==> config.mk <==
export PLATFORM = sky130hd
export DESIGN_NAME = stx_length_crc32_framer
export DESIGN_NICKNAME = d
export VERILOG_FILES = /design/src/rtl/core/lcf_pkg.sv /design/src/rtl/core/lcf_emit.sv /design/src/rtl/core/lcf_out_reg.sv /design/src/rtl/core/stx_length_crc32_framer.sv
export SDC_FILE = /design/constraint.sdc
export NUM_CORES = 1
export LEC_CHECK = 0
export ABC_AREA = 1
export ABC_CLOCK_PERIOD_IN_PS = 6500
export BUFFER_PORTS_ARGS = -buffer_cell sky130_fd_sc_hd__buf_4
export CORE_MARGIN = 1.5
export CORE_UTILIZATION = 38
export CTS_BUF_LIST = sky130_fd_sc_hd__clkbuf_4 sky130_fd_sc_hd__clkbuf_8
export DETAILED_ROUTE_END_ITERATION = 6
export PLACE_DENSITY = 0.61
export SLEW_MARGIN = 20
export SYNTH_ARGS = -nofsm -noshare
export SYNTH_HDL_FRONTEND = slang
export SYNTH_SLANG_ARGS = --single-unit
==> constraint.sdc <==
create_clock -name clk -period 6.5 [get_ports clk]
set_input_delay 0.325 -clock clk [delete_from_list [all_inputs] [get_ports clk]]
set_output_delay 0.325 -clock clk [all_outputs]
set_load 0.1 [all_outputs]
==> src/rtl/core/lcf_pkg.sv <==
package lcf_pkg;

	localparam logic [7:0]  START_BYTE = 8'h02;
	localparam logic [7:0]  CMD_BYTE   = 8'h05;
	localparam logic [31:0] CRC_INIT   = 32'hFFFF_FFFF;
	localparam logic [31:0] CRC_POLY   = 32'hEDB8_8320;

	localparam logic KIND_CMD  = 1'b0;
	localparam logic KIND_DATA = 1'b1;

	// position of the held transaction within its burst of output bytes
	typedef enum logic [3:0] {
		PH_FIRST,
		PH_CMD,
		PH_LEN_HI,
		PH_LEN_LO,
		PH_DATA,
		PH_CRC3,
		PH_CRC2,
		PH_CRC1,
		PH_CRC0
	} phase_t;

	typedef struct packed {
		logic [7:0]  out_byte;
		logic        run_end;
		logic        frame_end;
		logic        done;
		phase_t      next_phase;
		logic [31:0] crc_next;
		logic        inside_next;
	} emit_t;

	// reflected CRC-32, one byte
	function automatic logic [31:0] crc_byte(input logic [31:0] crc, input logic [7:0] b);
		logic [31:0] c;
		c = crc ^ {24'h0, b};
		for (int i = 0; i < 8; i++) begin
			c = c[0] ? ((c >> 1) ^ CRC_POLY) : (c >> 1);
		end
		return c;
	endfunction

endpackage

==> src/rtl/core/lcf_emit.sv <==
module lcf_emit import lcf_pkg::*; (
	input  logic [7:0]  data_byte,
	input  logic        frame_kind,
	input  logic [15:0] payload_length,
	input  logic        last_byte,
	input  phase_t      phase,
	input  logic [31:0] crc,
	input  logic        frame_open,
	output emit_t       em
);

	logic [31:0] crc_out;
	logic        take_data;

	assign crc_out = ~crc;
	// a fresh transaction inside an open frame goes straight to its payload byte
	assign take_data = (phase == PH_DATA) || (phase == PH_FIRST && frame_open);

	always_comb begin
		em             = '0;
		em.next_phase  = phase;
		em.crc_next    = crc;
		em.inside_next = frame_open;
		if (take_data) begin
			em.out_byte   = data_byte;
			em.crc_next   = crc_byte(crc, data_byte);
			em.run_end    = ~last_byte;
			em.done       = ~last_byte;
			em.next_phase = PH_CRC3;
		end else begin
			case (phase)
				PH_FIRST: begin
					em.out_byte    = START_BYTE;
					em.crc_next    = crc_byte(CRC_INIT, START_BYTE);
					em.inside_next = 1'b1;
					em.next_phase  = (frame_kind == KIND_CMD) ? PH_CMD : PH_DATA;
				end
				PH_CMD: begin
					em.out_byte   = CMD_BYTE;
					em.crc_next   = crc_byte(crc, CMD_BYTE);
					em.next_phase = PH_LEN_HI;
				end
				PH_LEN_HI: begin
					em.out_byte   = payload_length[15:8];
					em.crc_next   = crc_byte(crc, payload_length[15:8]);
					em.next_phase = PH_LEN_LO;
				end
				PH_LEN_LO: begin
					em.out_byte   = payload_length[7:0];
					em.crc_next   = crc_byte(crc, payload_length[7:0]);
					em.next_phase = PH_DATA;
				end
				PH_CRC3: begin
					em.out_byte   = crc_out[31:24];
					em.next_phase = PH_CRC2;
				end
				PH_CRC2: begin
					em.out_byte   = crc_out[23:16];
					em.next_phase = PH_CRC1;
				end
				PH_CRC1: begin
					em.out_byte   = crc_out[15:8];
					em.next_phase = PH_CRC0;
				end
				PH_CRC0: begin
					em.out_byte    = crc_out[7:0];
					em.run_end     = 1'b1;
					em.frame_end   = 1'b1;
					em.done        = 1'b1;
					em.crc_next    = CRC_INIT;
					em.inside_next = 1'b0;
				end
				default: begin
					em.next_phase = PH_FIRST;
				end
			endcase
		end
	end

endmodule

==> src/rtl/core/lcf_out_reg.sv <==
module lcf_out_reg import lcf_pkg::*; (
	input  logic       clk,
	input  logic       arst_n,
	input  logic       load,
	input  logic [7:0] byte_d,
	input  logic       run_end_d,
	input  logic       frame_end_d,
	output logic       advance,
	output logic       out_valid,
	input  logic       out_ready,
	output logic [7:0] out_byte,
	output logic       run_end,
	output logic       frame_end
);

	logic       valid_q;
	logic [7:0] byte_q;
	logic       run_end_q;
	logic       frame_end_q;

	// register may take a new byte when empty or when its byte leaves now
	assign advance = ~valid_q | out_ready;

	always_ff @(posedge clk or negedge arst_n) begin
		if (!arst_n) begin
			valid_q <= 1'b0;
		end else if (advance) begin
			valid_q <= load;
		end
	end

	always_ff @(posedge clk) begin
		if (advance && load) begin
			byte_q      <= byte_d;
			run_end_q   <= run_end_d;
			frame_end_q <= frame_end_d;
		end
	end

	assign out_valid = valid_q;
	assign out_byte  = byte_q;
	assign run_end   = run_end_q;
	assign frame_end = frame_end_q;

endmodule

==> src/rtl/core/stx_length_crc32_framer.sv <==
// An input transaction's first output byte passes the input register, then the output register.
// Throughput: one output byte per cycle when out_ready allows; a transaction stays in the input
//   register until all its bytes (1 to 9) are out, so in-frame payload bytes flow at one per cycle.
// The input register frees as its final byte moves into the output register, so the next
//   transaction is taken in that same cycle.
// Reset (arst_n, async, active low): both stages empty, CRC all ones, no frame open.
module stx_length_crc32_framer import lcf_pkg::*; (
	input  logic        clk,
	input  logic        arst_n,
	input  logic        in_valid,
	output logic        in_ready,
	input  logic [7:0]  data_byte,
	input  logic        frame_kind,
	input  logic [15:0] payload_length,
	input  logic        last_byte,
	output logic        out_valid,
	input  logic        out_ready,
	output logic [7:0]  out_byte,
	output logic        run_end,
	output logic        frame_end
);

	// input stage: the held transaction and where it stands in its burst
	logic        valid_s1;
	logic [7:0]  data_s1;
	logic        kind_s1;
	logic [15:0] len_s1;
	logic        last_s1;
	phase_t      phase_s1;

	// frame state
	logic [31:0] crc_q;
	logic        inside_q;

	emit_t em;
	logic  advance;
	logic  fire;
	logic  in_take;

	// a byte is produced whenever the input stage holds a transaction and the output
	// register can take it
	assign fire     = valid_s1 & advance;
	assign in_ready = ~valid_s1 | (fire & em.done);
	assign in_take  = in_valid & in_ready;

	lcf_emit u_emit (
		.data_byte      (data_s1),
		.frame_kind     (kind_s1),
		.payload_length (len_s1),
		.last_byte      (last_s1),
		.phase          (phase_s1),
		.crc            (crc_q),
		.frame_open     (inside_q),
		.em             (em)
	);

	always_ff @(posedge clk or negedge arst_n) begin
		if (!arst_n) begin
			valid_s1 <= 1'b0;
			phase_s1 <= PH_FIRST;
			crc_q    <= CRC_INIT;
			inside_q <= 1'b0;
		end else begin
			if (fire) begin
				crc_q    <= em.crc_next;
				inside_q <= em.inside_next;
			end
			if (in_take) begin
				valid_s1 <= 1'b1;
				phase_s1 <= PH_FIRST;
			end else if (fire) begin
				if (em.done) begin
					valid_s1 <= 1'b0;
				end else begin
					phase_s1 <= em.next_phase;
				end
			end
		end
	end

	// payload of the input stage, no reset needed
	always_ff @(posedge clk) begin
		if (in_take) begin
			data_s1 <= data_byte;
			kind_s1 <= frame_kind;
			len_s1  <= payload_length;
			last_s1 <= last_byte;
		end
	end

	lcf_out_reg u_out (
		.clk         (clk),
		.arst_n      (arst_n),
		.load        (valid_s1),
		.byte_d      (em.out_byte),
		.run_end_d   (em.run_end),
		.frame_end_d (em.frame_end),
		.advance     (advance),
		.out_valid   (out_valid),
		.out_ready   (out_ready),
		.out_byte    (out_byte),
		.run_end     (run_end),
		.frame_end   (frame_end)
	);

endmodule
==> run_results.csv <==
group,metric,value,unit
sta,fin_skew,0.0157,ns
clock_tree,insertion_delay,0.39,ns
synth,ys.flop_type,"edfxtp_1",
sta,fmax,307,MHz
sta,finalSetupViolCount,0,
grt,grt_pass1_vias,7148,
drt,antenna_left,0,
clock_tree,cts_root_buffer,"clkbuf_8",
place,gp_congestion,0.981,
grt,grt_pass1_wl,44100,um
drt,drt-initial-drc-count,978,
synth,ys_types,52,
drt,dr.pass1.iters,6,
floorplanning,ioPinCount,42,
synth,synth-simple-area-share,0.318,
synth,synth_enable_flop_cells,36,
drt,via_per_inst,5.55,
floorplanning,start_util,0.391,
drt,routed_wl,29500,um
synth,ys_top_cells_by_area,"nand2_1, edfxtp_1, xor2_1",
drt,vias,8019,
sta,period_needed,3.26,ns
synth,synth_nets,1184,
clock_tree,cts_buffers,9,
floorplanning,die_y,148,um
clock_tree,cts-htree-levels,3,
critical_path,slowest_stage,"nor3_4",
sta,worst_slew_pin_slew,1.10,ns
grt,grt.total_usage,0.273,
clock_tree,path_clk_slew,0.09,ns
floorplanning,core,0.0204,mm^2
floorplanning,dieWidth,148,um
grt,overflow,0,
drt,wire_per_inst,20.4,um
synth,yosysTopAreaCell,"nand2_1",
finish,instances_no_fill,1444,
place,port_buffers,41,
sta,tns,0,ns
critical_path,start_kind,"flip-flop",
floorplanning,fp-row-count,52,
place,hpwl,22100,um
finish,diodes,0,
synth,synthCells,1154,
critical_path,worstPathCellList,"inv_2 -> nand2_4 -> nor3_4 -> nor4_2 -> nand2_1 -> nand2_2 -> inv_2 -> nand2_1 -> nor3_1 -> nor2_1",
grt,antenna_found_initial,0,
clock_tree,clkSinkCount,75,
worst_hold_path,hold_class,"primary input to flip-flop",
synth,syn_avg_cell_area,6.90,um^2
finish,syn2layout_area_growth,7.97,%
synth,synthAdderAreaFrac,0,
synth,synth_top_family_by_area,"simple AND/OR/NAND/NOR gates",
critical_path,crit_fanout,49,
finish,fillers,2139,
synth,ys_warn_count,0,
finish,multiInputGateArea,0.00516,mm^2
synth,seq_area_frac_synth,0.263,
synth,synthMuxAreaShare,0,
sta,rsz0062_at_grt,"false",
clock_tree,cts_setup_buffers,0,
critical_path,slowest_delay,0.84,ns
critical_path,critPathRequiredTime,6.81,ns
critical_path,worst-path-buf-inv,2,
sta,drv_slew,0,
clock_tree,postCtsHoldBufs,1,
clock_tree,cts_max_path_buffers,2,
synth,synth_xor_area_frac,0.191,
synth,synth_top_area_share,0.168,
critical_path,cp.arrival,3.57,ns
finish,drive_above_1_share,0.164,
drt,drc,0,
clock_tree,cts-resized-gates,0,
synth,synth-compound-area-share,0.139,
finish,regArea,0.00210,mm^2
grt,grt_max_degree,50,
sta,finalHoldViolCount,0,
sta,maxSlewHeadroom,0.267,
synth,async_flop_share,0.520,
synth,syn_area,0.00796,mm^2
status,status,"complete, no violations",
critical_path,crit_type,"flip-flop to flip-flop",
place,placed_cells,1427,
run,drv_cap,0,
sta,fin_crit_sh,0.502,
finish,nets,1199,
synth,ys_seq_elements,75,
clock_tree,cts_tree,"yes",
floorplanning,die-area,0.0218,mm^2
critical_path,cp_top_family,"simple AND/OR/NAND/NOR gates",
critical_path,end_kind,"flip-flop",
flip-flops by register name (all words and copies together) (netlist names):
name and cells:
phase_s1 4, crc_q 32, valid_s1 1, last_s1 1
u_out.run_end 1, kind_s1 1, u_out.frame_end 1, len_s1 16
u_out.out_byte 8, u_out.out_valid 1, inside_q 1, data_s1 8
cells in the mapped netlist (3+ instances only):
library cell,instances
nand2_1,357
xor2_1,103
inv_1,102
nand3_1,77
o21ai_0,65
nor2_1,61
a21oi_1,52
edfxtp_1,36
nand2_2,34
dfstp_2,32
xnor2_1,31
inv_2,23
nand4_1,15
clkbuf_1,14
o21ai_1,14
o22ai_1,14
o211ai_1,11
buf_2,9
o2111ai_1,9
xor2_2,8
buf_4,7
buf_6,7
dfrtp_1,7
nand2_4,7
a221oi_1,6
nor2_2,5
buf_1,4
nand3b_1,4
nor2_4,4
or2_1,4
or2_2,3
xnor2_2,3
xnor2_4,3
xor2_4,3
per-layer routing:
layer	track usage	share of wire
met1	0.383	0.43
met2	0.405	0.43
met3	0.0441	0.098
met4	0.135	0.044
met5	0	0
layout by cell type, fill, tap and decap left out, types with 4 or more instances in the layout:
cell type    n
nand3_1     77
or2_1        4
dfrtp_1      7
dfstp_2     32
xor2_1     103
a21oi_1     52
inv_2       23
xor2_2       8
nand2_1    357
nor2_1      60
nor2_4       4
o22ai_1     14
o211ai_1    11
clkbuf_8     9
inv_1      102
nand2_4      7
nand4_1     15
edfxtp_1    36
xnor2_1     31
a221oi_1     6
o21ai_0     65
buf_4       44
nand3b_1     4
nor2_2       6
o2111ai_1    9
nand2_2     34
o21ai_1     14
cell families after synthesis:
logic type	after synthesis
AND/OR/NAND/NOR	575
AO/OA/AOI/OAI	187
buffers and inverters	166
XOR/XNOR	151
flip-flops	75
worst paths after layout:
path | slack [ns] | to | depth (start not counted) | from
hold / removal | 0.10 | len_s1[7] | 1 | payload_length[7]
min in group asynchronous | 0.48 | phase_s1[2] | 2 | arst_n
max in group asynchronous | 5.62 | crc_q[24] | 2 | arst_n
setup reg to reg | 3.24 | crc_q[15] | 10 | phase_s1[3]
hold reg to reg | 0.50 | u_out.out_valid | 2 | valid_s1
setup / recovery | 3.24 | crc_q[15] | 10 | phase_s1[3]
final cells by class:
type / instances / area share
clock inverters: 6 / 0.00771
clock buffers: 10 / 0.0153
flip-flops and latches: 75 / 0.244
multi-input cells: 913 / 0.600
repair buffers: 45 / 0.0396
inverters: 125 / 0.0546
well taps: 270 / 0.0393
per-stage QoR:
stage	hold slack [ns]	setup WS [ns]	area, um^2	utilization
after floorplan	0.0294	3.81	7960	-
after global placement	0.367	3.34	8390	0.412
after detailed placement	0.372	3.28	8390	0.412
after CTS	0.0867	3.27	8600	0.422
after global routing	0.0897	2.95	8600	0.422
final	0.104	3.24	8600	0.422
Power is left out: the tool's default activity adds up to more than one toggle a clock period on the data nets, which glitch-free logic cannot reach.
